## config.mk

```make
export PLATFORM = sky130hd
export DESIGN_NAME = mhs_ram
export DESIGN_NICKNAME = d
export VERILOG_FILES = /design/src/sv/mhs_ram.sv
export SDC_FILE = /design/constraint.sdc
export NUM_CORES = 1
export LEC_CHECK = 0
export ABC_AREA = 1
export ABC_CLOCK_PERIOD_IN_PS = 3700
export BUFFER_PORTS_ARGS = -buffer_cell sky130_fd_sc_hd__buf_2
export CAP_MARGIN = 20
export CORE_ASPECT_RATIO = 0.5
export CORE_MARGIN = 5
export CORE_UTILIZATION = 40
export DETAILED_ROUTE_END_ITERATION = 7
export GPL_TIMING_DRIVEN = 0
export PLACE_DENSITY_LB_ADDON = 0.3
export SLEW_MARGIN = 20
export SYNTH_ARGS = -nofsm -noshare
export SYNTH_HDL_FRONTEND = slang
export SYNTH_SLANG_ARGS = --single-unit
export TNS_END_PERCENT = 100
```

## constraint.sdc

```tcl
create_clock -name clk_i -period 3.7 [get_ports clk_i]
set_input_delay 0.37 -clock clk_i [delete_from_list [all_inputs] [get_ports clk_i]]
set_output_delay 0.37 -clock clk_i [all_outputs]
set_load 0.02 [all_outputs]
```

## src/sv/mhs_ram.sv

```systemverilog
// Generic simple dual-port RAM with registered read.
module mhs_ram #(
  parameter int WIDTH = 8,
  parameter int DEPTH = 64,
  localparam int AB   = (DEPTH > 1) ? $clog2(DEPTH) : 1
) (
  input  logic             clk_i,
  input  logic             we_i,
  input  logic [AB-1:0]    waddr_i,
  input  logic [WIDTH-1:0] wdata_i,
  input  logic [AB-1:0]    raddr_i,
  output logic [WIDTH-1:0] rdata_o
);

  logic [WIDTH-1:0] mem_q [DEPTH];
  logic [WIDTH-1:0] rdata_q;

  // write port and registered read port
  always_ff @(posedge clk_i) begin
    if (we_i) begin
      mem_q[waddr_i] <= wdata_i;
    end
    rdata_q <= mem_q[raddr_i];
  end

  assign rdata_o = rdata_q;

endmodule

```

# Word level (Yosys, flattened, before mapping)
# Memory sizes are Yosys's and may differ from the RTL's. A register that Yosys moved wholly into a read port is not among the register bits.
# Index checks and enable logic that the tools add are counted.
[totals]
regBits = 0
ramBits = 512
inputBits = 22
output_inout_bits = 8
n_memories = 1
[op_classes]
mux = 2
[memory_table]
columns = ["name", "words", "width", "read_ports", "rd_ports_with_merged_regs", "wr", "line", "rtl"]
rows = [
  ["mem_q", 64, 8, 1, 1, 1, "15", "logic [WIDTH-1:0] mem_q [DEPTH];"],
]
[op_table]
columns = ["cell", "n"]
rows = [
  ["$mux W1", 2],
]

# Depth between registers and ports, before layout
# Gate-level depths: netlist of run 1.
[logic_depth]
depth_word = 2
depth_mapped = 12
depth_no_buf = 9

# Least setup slack after synthesis of run 1
# No wires, ideal clock.
[synth_timing]
path_type = "input port to flip-flop"
startpoint = "input port we_i"
endpoint = "memory mem_q[48][0], enable pin"
setup_time_ns = 0.395
arrival_ns = 1.741
t_required_ns = 3.305
path_slack_ns = 1.564
path_stages = 3
path_cell_list = "clkbuf_1 > nand4_1 > nor4_1"
[synth_via]
elab_chain_cells = 2
[synth_rtl]
columns = ["element", "line", "rtl"]
rows = [
  ["start: declaration", "8", "input logic we_i,"],
  ["$mux W1", "20", "if (we_i) begin"],
  ["$mux W1 (not written as such)", "21", "mem_q[waddr_i] <= wdata_i;"],
  ["end: declaration", "15", ""],
]
# Every way passes these cells.

# Worst setup path in the final report of run 1
[layout_timing]
startpoint = "input port waddr_i[1]"
endpoint = "memory mem_q[29][6], enable pin"
[layout_lines]
columns = ["element", "line", "rtl"]
rows = [
  ["start: declaration", "9", "input logic [AB-1:0] waddr_i,"],
]
# Straight into the memory's write port.

==> results.json, run 1 <==
{
  "synth-seq-cells": 520,
  "cp.arrival_ns": 3.04,
  "layout-drive-gt1-share_pct": 10.6,
  "layout_common_cells": "648 x nand2_1, 512 x edfxtp_1, 439 x nand3_1, 57 x buf_2, 56 x nor2_1",
  "grt_pass1_wl_mm": 91.2,
  "fin_cells": 2629,
  "syn-cell-area_um2": 21300,
  "coreArea_um2": 52300,
  "tns_ns": 0,
  "syn_area_per_cell_um2": 11.8,
  "critPathLaunch": "waddr_i[1]",
  "cts_buffers": 49,
  "whs_ns": 0.313,
  "relSlewSlack_pct": 19.4,
  "p_per_area_nw_per_um2": 525,
  "vias": 14500,
  "drv_cap": 0,
  "grt_max_degree": 65,
  "cts.clk_slew.worst_paths_ns": 0.06,
  "die_x_um": 337,
  "first_pass_iters": 6,
  "cts_tree": "built",
  "path_cells": "clkbuf_1 -> inv_1 -> nand4_1 -> nor2_1",
  "setup_viol": 0,
  "dpl_cell_area_um2": 22400,
  "finClkSkew_ns": 0.00952,
  "syn2layout_area_growth_pct": 13.0,
  "insertion_delay_ns": 0.57,
  "leakage_nw": 8.66,
  "postCtsSetupBuffers": 0,
  "cts-root-buf": "clkbuf_16",
  "ios": 30,
  "antenna_found_initial": 3,
  "rrSetupSlack_ns": 2.28,
  "cts_sinks": 520,
  "drv_slew": 0,
  "endpoint": "mem_q[29][6]",
  "synth_cells": 1805,
  "die_y_um": 173,
  "h-tree-depth": 2,
  "yosysSeqAreaShare_pct": 72.8,
  "holdBufCountCts": 0,
  "grt_setup_unrepaired": "false",
  "critPathRequiredTime_ns": 3.89,
  "final-hold-violation-count": 0,
  "wl_per_cell_um": 24.0,
  "crit_fanout": 9,
  "grt_usage_pct": 21.2,
  "ys_types": 16,
  "startpoint_type": "primary input",
  "ant_nets": 0,
  "cpPeakStageDelay_ns": 1.26,
  "rr_worst_depth": 8,
  "cts_buffer_depth": 3,
  "timing.rr.start": "mem_q[39][0]",
  "path_class": "primary input to flip-flop",
  "rr_endpoint": "rdata_o[0]",
  "die-area_um2": 58300,
  "fmax_mhz": 350,
  "nNetsFinal": 1907,
  "worstMarginPinSlew_ns": 1.20,
  "cts_resized": 0,
  "hpwl_mm": 41.1,
  "status": "complete, no violations",
  "fin_crit_sh_pct": 77.2,
  "slowest_stage": "nor2_1",
  "dp.cells": 2535,
  "cp-end-kind": "flip-flop",
  "rows": 59,
  "period_minus_slack_ns": 2.86,
  "io_buffers": 21,
  "design_area_um2": 24100,
  "viasPerCell": 5.51,
  "grt-ovfl-total": 0,
  "final_util_pct": 46.1,
  "hold_class": "primary input to flip-flop",
  "layout_commonest_cell": "nand2_1",
  "ir_worst_vdd_mv": 0.307,
  "gp_congestion": 0.980,
  "drc_errors": 0,
  "drt-total-wl_mm": 63.1,
  "syn_nets": 1827,
  "drtIter0Drc": 2016,
  "grt_pass1_vias": 13400,
  "start_util_pct": 40.8,
  "ys_warn_count": 0
}
## layout make-up
cell class / count / area, um^2
multi-input cells: 1160 / 5000
fillers: 4664 / 28200
flip-flops and latches: 520 / 15500
plain buffers: 113 / 808
clock inverters: 28 / 280
diodes: 3 / 7.51
well taps: 701 / 877
inverters: 12 / 50.0
repair buffers: 29 / 168
clock buffers: 63 / 1380
## logic make-up (layout without fill, tap and decap cells)
logic type,after synthesis,after routing,synth area share [%]
buffers and inverters,125,245,4.02
other,0,3,0
flip-flops,520,520,72.8
AND/OR/NAND/NOR,1160,1160,23.2
## registers in the layout (all words and copies together) (netlist names)
| name | cells |
|---|---|
| rdata_o | 8 |
| mem_q | 512 |
## cell usage after synthesis (all sizes together)
master / n / share of area, %
buf: 98 / 3.5
edfxtp: 512 / 72
nor2: 56 / 0.99
nand2: 648 / 11
nand4: 9 / 0.26
dfxtp: 8 / 0.75
inv: 12 / 0.23
nor4: 8 / 0.23
nand3: 439 / 10
clkbuf: 15 / 0.26
## worst max-delay path, delay by kind of cell
kind	cells	cell delay [ns]
simple gates	2	2.11
buf+inv	2	0.55
## layer usage
metal	part of all wire, %	wire [um]	global-route usage [%]	vias up
met5	0	0	0	-
met4	2.6	1670	6.32	0
met3	9.7	6140	4.02	108
met2	46	28800	32.9	715
met1	42	26500	30.5	7133
li1	-	-	-	6538
## power by group
| group | internal, mW | total, mW | switching (mW) |
|---|---|---|---|
| combinational | 0.223 | 0.896 | 0.673 |
| clock | 3.00 | 5.23 | 2.24 |
| sequential | 6.52 | 6.53 | 0.0109 |
| total | 9.74 | 12.7 | 2.92 |
## how the worst min path moves through the flow
stage	from	to	slack [ns]	cells after the start
final	raddr_i[5]	rdata_o[4]	0.31	3
after detailed placement	rdata_o[6]	rdata_o[6]	0.79	1
after CTS	raddr_i[5]	rdata_o[4]	0.30	3
after global routing	raddr_i[5]	rdata_o[4]	0.32	3
after floorplan	wdata_i[0]	mem_q[0][0]	0.47	0
after global placement	rdata_o[5]	rdata_o[5]	0.79	1
## stage by stage
step                      setup WS [ns]  power [mW]
after global placement            0.544        7.52
final                             0.843        12.7
after detailed placement          0.475        7.54
after global routing              0.865        13.0
after floorplan                    1.56        7.13
after CTS                          1.06        12.7
Power figures use the tool's default switching activity.
==> inputs of run 2 (changes only) <==
- ABC_AREA: 1 -> 0
- ABC_CLOCK_PERIOD_IN_PS: 3700 -> 2940
- clock period: 3.7 -> 2.94 ns (I/O delays scaled with it)
==> run 2 against run 1 <==
Clock skew shrank 0.00051 ns. Combinational power shrank 6.6%. First-iteration DRC count shrank 42%. Critical path depth grew 4. Cell area shrank 6.0%. Setup slack lost 0.63 ns. Highest routed layer unchanged. Register-to-register slack lost 1.6 ns.
==> results.json, run 2 <==
{
  "status": "complete, no violations",
  "antenna_found_initial": 4,
  "grt_busiest_layer": "met2",
  "drv_slew": 0,
  "h-tree-depth": 2,
  "synth_ff_type": "edfxtp_1",
  "async_reset_ff_share_pct": 0,
  "start_util_pct": 40.3,
  "dp.cells": 1622,
  "path_class": "primary input to flip-flop",
  "ir_worst_vdd_mv": 0.367,
  "ys_warn_count": 0,
  "viasPerCell": 5.73,
  "first_pass_iters": 6,
  "leakage_nw": 6.97,
  "drtIter0Drc": 1169,
  "die_x_um": 328,
  "rows": 58,
  "muxShareOfSynthArea_pct": 15.9,
  "layout_common_cells": "512 x edfxtp_1, 126 x mux4_2, 83 x nor2_1, 49 x clkbuf_16",
  "fmax_mhz": 367,
  "synthAdderAreaFrac_pct": 0,
  "synth_top_family_by_area": "multiplexers",
  "yosys.area.top_type": "edfxtp_1",
  "synth_cells": 940,
  "startpoint_type": "primary input",
  "cts_resized": 0,
  "gp_congestion": 0.871,
  "holdBufCountCts": 0,
  "crit_fanout": 10,
  "grt-ovfl-total": 0,
  "drt-total-wl_mm": 48.1,
  "yosys.area_share.simple_pct": 3.39,
  "dpl_cell_area_um2": 21100,
  "nNetsFinal": 1034,
  "grt_max_degree": 65,
  "synth_compound_area_share_pct": 2.07,
  "cpPeakStageDelay_ns": 0.84,
  "ios": 30,
  "met2_usage_pct": 27.9,
  "synth-seq-cells": 520,
  "insertion_delay_ns": 0.56,
  "yosysSeqAreaShare_pct": 77.0,
  "synthTopCellsByArea": "edfxtp_1 76%, mux4_2 14%, nor2_1 1.5%",
  "postCtsSetupBuffers": 0,
  "path_buf_inv": 3,
  "syn_nets": 962,
  "syn2layout_area_growth_pct": 12.3,
  "die_y_um": 169,
  "cts_tree": "built",
  "synth-edff-count": 512,
  "final-hold-violation-count": 0,
  "grt_usage_pct": 17.4,
  "cp-end-kind": "flip-flop",
  "critical_path.top_delay_family": "buffers and inverters",
  "yosysMostFrequentCell": "edfxtp_1",
  "layout-drive-gt1-share_pct": 25.0,
  "path_cells": "buf_4 -> buf_2 -> buf_1 -> nand2_1 -> o221ai_1 -> nor2_1 -> nor3_1 -> o32ai_1",
  "fin_cells": 1712,
  "cts_sinks": 520,
  "cts_buffer_depth": 3,
  "layout_commonest_cell": "edfxtp_1",
  "die-area_um2": 55300,
  "ys_types": 40,
  "gr-usage-met1_pct": 24.0,
  "cts.clk_slew.worst_paths_ns": 0.06,
  "hpwl_mm": 31.0,
  "ant_nets": 0,
  "synthTopCellsByCount": "512 x edfxtp_1, 126 x mux4_2, 83 x nor2_1",
  "relSlewSlack_pct": 28.7,
  "syn_area_per_cell_um2": 21.5,
  "grt_setup_unrepaired": "false",
  "hold_class": "primary input to flip-flop",
  "grt_pass1_wl_mm": 69.1,
  "regMostFlops": "mem_q",
  "grt_use_met3_pct": 4.14,
  "finClkSkew_ns": 0.00901,
  "fin_crit_sh_pct": 92.7,
  "drc_errors": 0,
  "wl_per_cell_um": 28.1,
  "coreArea_um2": 50100,
  "whs_ns": 0.0926,
  "power.total_mw": 15.0,
  "setup_viol": 0,
  "critPathRequiredTime_ns": 3.34,
  "yosys.area.top_type_share_pct": 76.2,
  "synth_xor_area_share_pct": 0,
  "syn-cell-area_um2": 20200,
  "grt_pass1_vias": 10000,
  "cts-root-buf": "clkbuf_16",
  "largest_reg_flops": 512,
  "period_minus_slack_ns": 2.73,
  "cp.arrival_ns": 3.13,
  "vias": 9803,
  "worstMarginPinSlew_ns": 1.07,
  "io_buffers": 21,
  "slowest_stage": "buf_1",
  "drv_cap": 0,
  "cts_buffers": 48,
  "design_area_um2": 22600,
  "p_per_area_nw_per_um2": 665
}
run 2: logic make-up after synthesis:
family	Yosys count
buffers and inverters	51
AO/OA/AOI/OAI	54
multiplexers	162
AND/OR/NAND/NOR	153
flip-flops	520
run 2: path summary, 6_finish.rpt:
| kind | startpoint | to | slack, ns | depth (start not counted) |
|---|---|---|---|---|
| min reg2reg | mem_q[30][1] | rdata_o[1] | 0.99 | 4 |
| max reg2reg | mem_q[20][4] | rdata_o[4] | 0.67 | 5 |
| min | raddr_i[5] | rdata_o[5] | 0.09 | 2 |
| max | raddr_i[1] | rdata_o[4] | 0.21 | 8 |
run 2: stage by stage:
step	setup TNS [ns]	setup slack [ns]	utilization (%)
detailed placement	-1.09	-0.298	42.2
global placement	-0.981	-0.271	42.1
floorplan	0	0.978	-
CTS	0	0.281	45.2
global route	0	0.159	45.2
finish	0	0.213	45.2
run 2: per-layer routing:
metal  vias up  wire, um
met5         -         0
met4         0      1260
met3        89      4330
met2       454     22800
met1      5181     19700
li1       4079         -
run 2: report_power, final:
group	total (mW)	switching, mW	internal [mW]
Clock	5.99	2.60	3.39
Combinational	0.837	0.543	0.294
Sequential	8.22	0.0134	8.20
Total	15.0	3.16	11.9
run 2: area by class of cell:
cell class	instances	area [um^2]
diodes	2	5.00
plain buffers	51	317
clock buffers	57	1260
clock inverters	31	239
fillers	4144	27400
multi-input cells	369	4330
flip-flops and latches	520	15500
well taps	660	826
repair buffers	22	143
