[config.mk]
export PLATFORM = sky130hd
export DESIGN_NAME = mhs_div
export DESIGN_NICKNAME = d
export VERILOG_FILES = /design/src/sv/mhs_div.sv
export SDC_FILE = /design/constraint.sdc
export NUM_CORES = 1
export LEC_CHECK = 0
export ABC_AREA = 1
export BUFFER_PORTS_ARGS = -buffer_cell sky130_fd_sc_hd__buf_4
export CORE_ASPECT_RATIO = 1.25
export CORE_MARGIN = 10
export CORE_UTILIZATION = 50
export DETAILED_ROUTE_END_ITERATION = 12
export GPL_TIMING_DRIVEN = 0
export PLACE_DENSITY = 0.73
export SLEW_MARGIN = 5
export SYNTH_ARGS = -nofsm -noshare
export SYNTH_HDL_FRONTEND = slang
export SYNTH_SLANG_ARGS = --single-unit
export TNS_END_PERCENT = 10
[constraint.sdc]
create_clock -name clk_i -period 4.14 [get_ports clk_i]
set_input_delay 0 -clock clk_i [delete_from_list [all_inputs] [get_ports clk_i]]
set_output_delay 0 -clock clk_i [all_outputs]
set_load 0.005 [all_outputs]
[src/sv/mhs_div.sv]
// Iterative restoring divider that yields the remainder, one bit per cycle.
module mhs_div #(
  parameter int DIVIDEND_BITS = 32,
  parameter int DIVISOR_BITS  = 7
) (
  input  logic                     clk_i,
  input  logic                     rst_ni,
  input  logic                     start_i,
  input  logic [DIVIDEND_BITS-1:0] dividend_i,
  input  logic [DIVISOR_BITS-1:0]  divisor_i,
  output logic                     done_o,
  output logic [DIVISOR_BITS-1:0]  rem_o
);

  localparam int CW = $clog2(DIVIDEND_BITS + 1);

  logic                     busy_q, done_q;
  logic [CW-1:0]            cnt_q;
  logic [DIVIDEND_BITS-1:0] num_q;
  logic [DIVISOR_BITS-1:0]  den_q, rem_q;
  logic [DIVISOR_BITS:0]    trial;
  logic [DIVISOR_BITS:0]    diff;

  // shift in the next dividend bit and try a subtraction
  assign trial = {rem_q, num_q[DIVIDEND_BITS-1]};
  assign diff  = trial - {1'b0, den_q};

  always_ff @(posedge clk_i or negedge rst_ni) begin
    if (!rst_ni) begin
      busy_q <= 1'b0;
      done_q <= 1'b0;
      cnt_q  <= '0;
    end else begin
      // one-cycle pulse after the last bit
      done_q <= !start_i && busy_q && (cnt_q == CW'(DIVIDEND_BITS - 1));
      if (start_i) begin
        busy_q <= 1'b1;
        cnt_q  <= '0;
      end else if (busy_q) begin
        cnt_q <= cnt_q + CW'(1);
        if (cnt_q == CW'(DIVIDEND_BITS - 1)) begin
          busy_q <= 1'b0;
        end
      end
    end
  end

  // datapath, no reset
  always_ff @(posedge clk_i) begin
    if (start_i) begin
      num_q <= dividend_i;
      den_q <= divisor_i;
      rem_q <= '0;
    end else if (busy_q) begin
      num_q <= num_q << 1;
      if (trial >= {1'b0, den_q}) begin
        rem_q <= diff[DIVISOR_BITS-1:0];
      end else begin
        rem_q <= trial[DIVISOR_BITS-1:0];
      end
    end
  end

  assign done_o = done_q;
  assign rem_o  = rem_q;

endmodule

======== Word level (Yosys, flattened, before mapping) ========
Cells that the tools add are included.
storage, ports and cells
  register bits after elaboration ......... 54
  input port bits ......................... 42
  word-level logic and storage cells ...... 22
  output and inout port bits .............. 8
cells by class
  eq/ne operators ......................... 1
  $lt $le $gt $ge ......................... 1
  $add $sub $neg .......................... 2
  reductions and logical operators ........ 4
  muxes and demuxes ....................... 8
operators with widths
  operator                                              count
  two-way mux 32 bit                                    2
  two-way mux 6 bit                                     2
  greater-or-equal comparator 8 x 7 -> 1 bit            1
  two-way mux 7 bit                                     1
  subtractor 7 bit                                      1
  adder 6 x 1 -> 6 bit (second input constant)          1
  equality test 6 x 5 -> 1 bit (second input constant)  1
  two-way mux 1 bit                                     3
  logical AND 1 bit                                     2
  nonzero test 2 bit                                    1
  zero test 1 bit                                       1

======== Longest topological paths before layout ========
Gate-level depths: netlist of run 1.
  depth after elaboration ................. 4
  gate-level depth with buffers ........... 14
  gate-level depth less buffers ........... 14

======== Least setup slack after synthesis of run 1 ========
OpenSTA, ideal clock, no wires.
  path kind ............................... reg2reg
  from .................................... reg num_q[31]
  to ...................................... reg rem_q[6], in the netlist rem_o[6]
  required time ........................... 4.028 ns
  arrival ................................. 1.592 ns
  slack ................................... 2.436 ns
  path buffers ............................ 0
  period minus slack after synthesis ...... 1.704 ns
  cell stages (with the launch flop) ...... 15
  path through ............................ edfxtp_1 -> inv_1 -> ha_1 -> inv_2 -> fa_1 -> nand2_1 -> nand2_1 -> nand2_4 -> nand2_2 -> nand2_4 -> nand3_1 -> nand2_1 -> inv_1 -> nand2_1 -> nand2_1
on the way
  longest elaborated chain between the ends .. 2
  elaborated cells on any way between the ends .. 3
  classes of those cells .................. 1 x add/sub; 1 x order compare; 1 x mux
ends and longest elaborated chain
  element                                                                                RTL line  RTL
  start: declaration                                                                     19        logic [DIVIDEND_BITS-1:0] num_q;
  start signal: assignment                                                               51        num_q <= dividend_i;
  start signal: assignment                                                               55        num_q <= num_q << 1;
  subtractor 7 bit / greater-or-equal comparator 8 x 7 -> 1 bit (equally long branches)  26, 56
  two-way mux 7 bit (*)                                                                  56        if (trial >= {1'b0, den_q}) begin
  end signal: assignment                                                                 57        rem_q <= diff[DIVISOR_BITS-1:0];
  end signal: assignment                                                                 59        rem_q <= trial[DIVISOR_BITS-1:0];
  end: declaration                                                                       20        logic [DIVISOR_BITS-1:0] den_q, rem_q;
Mark *: on every way between the ends. The rest lies on a longest branch, timed or not.
A chain may end at the register's enable or synchronous reset.

======== Final worst setup path of run 1 ========
Same ends and word-level chain as after synthesis.

==> metrics.yaml, run 1 <==
min_period_ns: 1.87
avgSynthCellArea_um2: 9.08
worstPathMaxFanout: 9
end_kind: "flip-flop"
ys_warn_count: 0
cts_buffer_depth: 2
hold_class: "in -> reg"
die_x_um: 84.8
cap_viol_max_count: 0
postCtsSetupRepairBufs: 0
setup_viol: 0
area_growth_pct: 35.1
ant_nets: 0
fin_nets: 436
cts_inserted_buffers: 5
combPwrFrac_pct: 32.2
clkPwrFrac_pct: 19.7
clk_pin_slew_ns: 0.09
ys_seq_elements: 54
synth.most_common_cell: "nand2_1"
ys.flop_type: "edfxtp_1"
yosysTopAreaCell: "edfxtp_1"
synth.distinct_cells: 32
hpwl_um: 3990
pin_count: 50
cts.sinks: 54
cts-htree-levels: 2
critPathKind: "reg -> reg"
clock_latency_ns: 0.31
slew_violations: 0
max_freq_mhz: 534
route.detailed.drc: 0
gp_congestion: 0.857
syn_area_um2: 2630
antenna_found_initial: 0
power.internal_uw: 980
p_sw_uw: 443
netSwitchingFraction_pct: 31.1
cp.required_ns: 4.35
synth-seq-area-share_pct: 57.6
power_frac_seq_pct: 48.1
viasPerCell: 4.89
grt_first_pass_wirelength_um: 9890
floorplan.initialDensity_pct: 51.7
fin_crit_sh_pct: 45.2
die_area_um2: 8570
p_per_area_nw_per_um2: 401
async_reset_ff_share_pct: 14.8
routedWlPerCell_um: 13.3
ys_top_cells_by_count: "nand2_1, edfxtp_1, inv_1, nand3_1"
syn_nets: 340
slew_headroom_pct: 51.8
worst_pin_slew_ns: 0.723
drive_gt1_share_pct: 19.2
die_y_um: 101
drt-initial-drc-count: 121
rows: 29
cp_data_arrival_time_ns: 2.08
vias: 2186
grt_max_degree: 37
wirelength_um: 5950
rsz0062_at_grt: "no"
power_uw: 1420
cp-start-kind: "flip-flop"
status: "completed"
coreArea_um2: 5080
syn_inst: 289
peakVddDrop_uv: 294
overflow: 0
antenna_cells: 0
finalSetupTns_ns: 0
synth_area_leaders: "edfxtp_1, nand2_1, dfrtp_1"
skew_ns: 0.00486
p_leak_uw: 0.00175
synth_top_area_share_pct: 44.6
grt_usage_pct: 14.0
cts_tree: "built"
synth_edf_count: 39
grt_pass1_vias: 2167
io_buffer_count: 49
dr.pass1.iters: 4
final_hold_viol_count: 0
cts_root_buffer: "clkbuf_8"
[worst paths after layout]
path,endpoint,from,slack [ns],cells after the start
worst min register to register,cnt_q[5]$_DFFE_PN0P_,cnt_q[5]$_DFFE_PN0P_,0.47,1
worst min-delay path,num_q[9]$_DFFE_PP_,dividend_i[9],0.005,3
worst max register to register,rem_o[6]$_SDFFE_PP0P_,num_q[31]$_DFFE_PP_,2.27,14
min in group asynchronous,cnt_q[1]$_DFFE_PN0P_,rst_ni,0.04,2
max in group asynchronous,cnt_q[2]$_DFFE_PN0P_,rst_ni,3.98,2
worst max-delay path,rem_o[6]$_SDFFE_PP0P_,num_q[31]$_DFFE_PP_,2.27,14
[layout by cell type, fill, tap and decap left out]
cell type	synthesis	layout
clkbuf_1	2	4
buf_2	5	5
nand2_2	2	2
a21oi_1	5	5
nand3b_1	2	2
inv_2	4	4
nor3_2	1	1
dfxtp_1	7	7
a22o_1	1	1
a21oi_4	1	1
dfrtp_1	8	8
clkbuf_8	0	5
fa_1	1	1
dlygate4sd3_1	0	40
o21ai_0	2	2
inv_1	22	22
nand2_1	132	132
xnor2_1	1	1
edfxtp_1	39	39
nor2_1	8	8
nand2_4	3	3
inv_4	1	1
xor2_1	1	1
o21ai_1	5	5
or2_1	2	2
nand3_1	19	19
nor3b_1	1	1
buf_4	0	49
nor2_4	1	1
buf_1	1	1
nand4_1	1	1
nor2_2	1	1
a31oi_1	1	1
ha_1	8	8
or2_4	1	1
[worst max-delay path, cell delays in order, from the launching register on]
cell      delay, ns
edfxtp_1       0.37
inv_1          0.09
ha_1           0.16
inv_2          0.05
fa_1           0.39
nand2_1        0.08
nand2_1        0.10
nand2_4        0.08
nand2_2        0.06
nand2_4        0.11
nand3_1        0.08
nand2_1        0.07
inv_1          0.03
nand2_1        0.05
nand2_1        0.04
[routing by layer]
| layer | GRT usage, % | vias to the layer above | part of all wire [%] |
|---|---|---|---|
| li1 | - | 1116 | - |
| met1 | 15.9 | 1000 | 43 |
| met2 | 24.7 | 60 | 51 |
| met3 | 3.56 | 10 | 4.8 |
| met4 | 5.08 | 0 | 1.7 |
| met5 | 0 | - | 0 |
[timing repair]
item | in CTS | in global routing
hold endpoints to repair | 53 | 0
resized for setup | 0 | 0
setup endpoints to repair | 0 | 0
hold buffers | 40 | 0
[flip-flops by register name (all words and copies together) (netlist names)]
name    count
busy_q      1
rem_o       7
den_q       7
num_q      32
cnt_q       6
done_o      1
[stage by stage]
| step | instance area (um^2) | hold slack [ns] | setup slack, ns | std cells | utilization (%) |
|---|---|---|---|---|---|
| after floorplan | 2630 | -0.296 | 2.44 | 289 | - |
| after global placement | 3070 | -0.176 | 2.32 | 400 | 60.4 |
| after detailed placement | 3070 | -0.178 | 2.27 | 400 | 60.4 |
| after CTS | 3550 | 0.000124 | 2.25 | 447 | 69.8 |
| after global routing | 3550 | 0.00876 | 2.07 | 447 | 69.8 |
| final | 3550 | 0.00522 | 2.27 | 447 | 69.8 |
[logic make-up after synthesis]
logic type / count (synthesis) / share of synthesized area, %
XOR/XNOR: 2 / 0.667
flip-flops: 54 / 57.6
adder cells (fa/ha/maj): 9 / 4.58
buffers and inverters: 35 / 5.34
AND/OR/NAND/NOR: 174 / 28.4
AO/OA/AOI/OAI: 15 / 3.48
[area by class of cell]
type                       count  area (um^2)
fill                         407         1530
sequential                    54         1510
multi-input combinational    200          973
timing repair buffer          89          768
inverter                      27          104
tap                           62         77.6
clock buffer                   7         76.3
buffer                         8         36.3
[power groups by stage]
stage / clock network (uW) / registers (uW) / logic (uW)
2_1_floorplan: 0 / 689 / 299
3_3_place_gp: 0 / 694 / 419
3_5_place_dp: 0 / 696 / 427
4_1_cts: 282 / 685 / 460
5_1_grt: 308 / 692 / 520
6_report: 281 / 684 / 458
(Power assumes the default switching activity.)
==> run 2: changes to the inputs <==
Settings changed: CORE_UTILIZATION 50 to 49, PLACE_DENSITY 0.73 to 0.75.
Clock period 4.14 ns to 1.6 ns, I/O delays scaled along.
==> run 2 against run 1 <==
The flow now finishes with violations (setup timing). Clock skew decreased by 0.00081 ns. Critical path depth fell by 2. Via count increased by 4.5%. Final area grew 4.4%. Global-route usage is 0.89 points higher. Wire length grew 6.9%. Die area increased by 1.6%. Utilization is 2.1 points higher. Highest routed layer unchanged. Cell count rose by 1.1%.
==> metrics.yaml, run 2 (synthesis gave the netlist of run 1 again) <==
cap_viol_max_count: 0
status: "complete, but fails checks"
rows: 29
viasPerCell: 5.05
cts-htree-levels: 2
peakVddDrop_uv: 758
setup_viol: 7
coreArea_um2: 5150
holdWs_ns: 0.0257
cp.required_ns: 1.78
rsz0062_at_grt: "yes"
skew_ns: 0.00405
routedWlPerCell_um: 14.1
grt_usage_pct: 14.9
cp-start-kind: "flip-flop"
final_hold_viol_count: 0
final.fill_count: 378
reg2reg_slack_ns: -0.18
die_x_um: 85.5
io_buffer_count: 49
cts_root_buffer: "clkbuf_8"
cp_data_arrival_time_ns: 1.96
gp_congestion: 0.850
place_ws_ns: -0.216
p_per_area_nw_per_um2: 1150
die_area_um2: 8700
dpl_cell_area_um2: 3080
pin_count: 50
slew_headroom_pct: 50.7
drive_gt1_share_pct: 23.3
drt-initial-drc-count: 144
layout_common_cells: "nand2_1, buf_4, dlygate4sd3_1"
grt_pass1_vias: 2357
fin_nets: 440
largest_reg_flops: 32
cts.sinks: 54
cts_buffer_depth: 2
top_register: "num_q"
slew_violations: 0
clk_pin_slew_ns: 0.10
violations: "setup timing"
grt_max_degree: 37
antenna_found_initial: 0
cts_tree: "built"
dr.pass1.iters: 4
antenna_cells: 0
end_kind: "flip-flop"
min_period_ns: 1.78
fin_util_pct: 71.9
power_uw: 4250
postLayoutCellArea_um2: 3700
ant_nets: 0
hold_class: "in -> async"
hpwl_um: 3970
layout_setup_ws_ns: -0.176
area_growth_pct: 41.1
route.detailed.drc: 0
p_leak_uw: 0.00182
floorplan.initialDensity_pct: 50.9
die_y_um: 102
max_freq_mhz: 563
worstPathMaxFanout: 5
critPathKind: "reg -> reg"
wirelength_um: 6360
cts_inserted_buffers: 5
clock_latency_ns: 0.31
grt_first_pass_wirelength_um: 10600
worst_pin_slew_ns: 0.738
layout_commonest_cell: "nand2_1"
overflow: 0
vias: 2284
fin_crit_sh_pct: 111
==> run 2: cell type report <==
class	instances	area [um^2]	area share, %
clock inverter	2	60.1	1.62
inverter	27	104	2.80
multi-input combinational	201	1040	28.1
buffer	8	36.3	0.979
sequential	54	1510	40.8
tap	62	77.6	2.09
timing repair buffer	92	791	21.3
clock buffer	6	82.6	2.23
==> run 2: metal layers <==
metal  share of wire [%]  wire (um)  vias to the layer above  global-route usage (%)
met2                  53       3400                       73                    27.0
li1                    -          -                     1128                       -
met4                 1.4         89                        0                    5.33
met3                 5.2        330                        9                    3.90
met1                  40       2540                     1074                    16.4
met5                   0          0                        -                       0
==> run 2: what timing repair did <==
action	4_1_cts	5_1_grt
cloned	1	0
endpoints found under the hold margin	53	0
pin swaps	6	7
gates resized for setup	8	5
endpoints found under the setup margin	7	39
setup buffers	2	1
hold buffers	40	0
==> run 2: stage by stage <==
stage / setup TNS [ns] / std cells
2_1_floorplan: -0.155 / 289
3_3_place_gp: -0.809 / 400
3_5_place_dp: -1.32 / 400
4_1_cts: -0.942 / 451
5_1_grt: -2.77 / 452
6_report: -0.948 / 452
==> run 2: critical path: stages, from the launching register on <==
cell and delay, ns:
edfxtp_1 0.40, inv_2 0.10, ha_4 0.13, inv_2 0.04, fa_2 0.34, nand2_2 0.09, nand2_4 0.06, nand2_4 0.08
nand2_4 0.07, nand2_4 0.09, nand3_1 0.11, nand3_2 0.10, o21ai_2 0.05
==> run 2: report_power, final <==
| part | switching [uW] | internal (uW) |
|---|---|---|
| combinational | 732 | 627 |
| clock | 450 | 667 |
| sequential | 107 | 1670 |
==> run 2: final timing paths <==
kind	start	end	cells after the start
worst max-delay path	num_q[31]$_DFFE_PP_	rem_o[3]$_SDFFE_PP0P_	12
worst min-delay path	rst_ni	cnt_q[0]$_DFFE_PN0P_	2
worst max register to register	num_q[31]$_DFFE_PP_	rem_o[3]$_SDFFE_PP0P_	12
worst min register to register	cnt_q[5]$_DFFE_PN0P_	cnt_q[5]$_DFFE_PN0P_	1
max in group asynchronous	rst_ni	cnt_q[4]$_DFFE_PN0P_	2
min in group clk_i	dividend_i[9]	num_q[9]$_DFFE_PP_	3
==> run 3: changes to the inputs <==
Settings changed: ABC_AREA 1 to unset, BUFFER_PORTS_ARGS -buffer_cell sky130_fd_sc_hd__buf_4 to unset, CORE_UTILIZATION 49 to 50, DONT_BUFFER_PORTS set to 1, PLACE_DENSITY 0.75 to 0.68.
==> run 3 against run 2 <==
The run still ends with setup timing left. Clock skew grew 0.0016 ns. Count of clock-buffer cells in the layout grew 1. Cell count shrank 30%. Highest routed layer unchanged.
==> metrics.yaml, run 3 <==
top_register: "num_q"
cts-htree-levels: 2
hpwl_um: 3810
clk_pin_slew_ns: 0.09
reg2reg_depth: 8
p_leak_uw: 0.00128
ys_warn_count: 0
yosysTopAreaCell: "edfxtp_1"
violations: "setup timing"
synth_area_leaders: "edfxtp_1, mux2_2, dfrtp_1"
layout_common_cells: "dlygate4sd3_1, edfxtp_1, mux2_2"
cts_buffer_depth: 2
fin_crit_sh_pct: 130
r2r-end: "rem_o[4]$_SDFFE_PP0P_"
fin_nets: 306
cp-start-kind: "flip-flop"
pin_count: 50
grt_max_degree: 34
async_reset_ff_share_pct: 14.8
p_per_area_nw_per_um2: 1070
ys_top_cells_by_count: "edfxtp_1, mux2_2, nor2_1, inv_1"
cap_viol_max_count: 0
die_y_um: 101
cts_root_buffer: "clkbuf_8"
multiInputGateArea_um2: 1120
min_period_ns: 2.08
avgSynthCellArea_um2: 13.0
io_buffer_count: 0
clock_latency_ns: 0.30
slew_headroom_pct: 64.5
antenna_found_initial: 0
floorplan.initialDensity_pct: 51.8
wirelength_um: 5400
overflow: 0
gp_congestion: 0.766
synth_top_area_share_pct: 44.2
die_x_um: 85.1
worstPathMaxFanout: 5
peakVddDrop_uv: 852
rsz0062_at_grt: "yes"
cts_tree: "built"
drt-initial-drc-count: 91
viasPerCell: 5.59
synth_top_family_by_area: "multiplexers"
coreArea_um2: 5120
route.detailed.drc: 0
synth_edf_count: 39
syn_inst: 204
area_growth_pct: 24.9
die_area_um2: 8640
synth-compound-area-share_pct: 9.67
worst_pin_slew_ns: 0.532
grt_usage_pct: 12.9
layout_commonest_cell: "dlygate4sd3_1"
setup_viol: 7
postLayoutCellArea_um2: 3310
synth_xor_area_share_pct: 2.31
max_freq_mhz: 482
final_hold_viol_count: 0
ys_seq_elements: 54
status: "complete, but fails checks"
cts.sinks: 54
grt_first_pass_wirelength_um: 9180
drive_gt1_share_pct: 21.9
synth.most_common_cell: "edfxtp_1"
cp_data_arrival_time_ns: 2.26
dpl_cell_area_um2: 2740
end_kind: "flip-flop"
critPathKind: "reg -> reg"
grt_pass1_vias: 1890
r2r-start: "den_q[0]$_DFFE_PP_"
layout_setup_ws_ns: -0.476
routedWlPerCell_um: 17.0
dr.pass1.iters: 4
seq_area_um2: 1510
cts_inserted_buffers: 5
hold_class: "in -> async"
synth-seq-area-share_pct: 57.0
antenna_cells: 0
power_uw: 3540
vias: 1777
rows: 29
synth_fa_ha_area_share_pct: 4.53
ys.flop_type: "edfxtp_1"
synth-simple-area-share_pct: 9.58
cp.required_ns: 1.78
skew_ns: 0.00561
ant_nets: 0
syn_area_um2: 2650
slew_violations: 0
yosys-mux-area-fraction_pct: 13.5
synth.distinct_cells: 45
holdWs_ns: 0.0266
final.fill_count: 387
finalSetupTns_ns: -2.81
largest_reg_flops: 32
syn_nets: 255
reg2reg_slack_ns: -0.48
run 3: changes by cell type in the layout (fill, tap and decap cells not counted), sizes merged, moves of 4 or more:
cell	before	now
a311oi	0	4
a211oi	0	4
clkbuf	8	14
mux2	0	31
nor3b	1	8
a41oi	0	4
nand3	19	1
buf	58	6
inv	27	13
nand2	138	8
a21oi	6	1
run 3: per-stage QoR:
step	worst slack, ns	util (%)	std cells
final	-0.476	64.8	318
after global routing	-0.528	64.8	318
after CTS	-0.439	64.4	317
after detailed placement	-0.534	53.5	266
after global placement	-0.476	53.5	266
after floorplan	-0.352	-	204
run 3: worst max path at each step:
stage                        startpoint               endpoint  slack [ns]  depth (start not counted)
CTS                  den_q[0]$_DFFE_PP_  rem_o[2]$_SDFFE_PP0P_       -0.44                          8
global placement    num_q[31]$_DFFE_PP_  rem_o[2]$_SDFFE_PP0P_       -0.48                          9
finish               den_q[0]$_DFFE_PP_  rem_o[4]$_SDFFE_PP0P_       -0.48                          8
detailed placement  num_q[31]$_DFFE_PP_  rem_o[1]$_SDFFE_PP0P_       -0.53                          9
global route         den_q[0]$_DFFE_PP_  rem_o[4]$_SDFFE_PP0P_       -0.53                          8
floorplan           num_q[31]$_DFFE_PP_  rem_o[2]$_SDFFE_PP0P_       -0.35                          9
run 3: what timing repair did:
| item | in CTS | in global routing |
|---|---|---|
| setup buffers | 1 | 1 |
| setup endpoints to repair | 40 | 7 |
| resized for setup | 12 | 1 |
| cloned | 1 | 0 |
| hold buffers | 41 | 0 |
| hold endpoints to repair | 54 | 0 |
| pin swaps | 7 | 3 |
run 3: critical path, stage by stage (launching register included):
cell	delay [ns]
edfxtp_1	0.43
ha_4	0.19
inv_2	0.04
fa_2	0.23
a211oi_4	0.07
or3_4	0.38
buf_6	0.14
a41oi_1	0.34
o31ai_4	0.12
run 3: metal layers:
layer	up-vias	GRT usage (%)	share of wire [%]	routed length [um]
met1	839	14.4	39	2090
met4	0	5.08	1.9	100
met2	60	21.7	52	2800
met3	10	4.98	7.5	406
li1	868	-	-	-
met5	-	0	0	0
run 3: logic make-up (layout without fill, tap and decap cells):
group,Yosys count,in the layout
fa+ha+maj,9,9
xor+xnor,7,7
simple gates,47,47
mux,32,32
buf+inv,22,74
compound gates,33,33
flops,54,54
run 3: where the power goes:
part,leakage (uW),switching [uW],internal (uW)
Combinational,0.000666,482,532
Sequential,0.000571,121,1670
Clock,0.0000457,424,318
run 3: final cells by class:
cell class              count  area share [%]
flip-flops and latches     54            45.6
multi-input cells         128            33.8
repair buffers             44            13.0
clock buffers               7            2.34
well taps                  62            2.34
plain buffers              10            1.40
inverters                  12            1.36
clock inverters             1           0.189
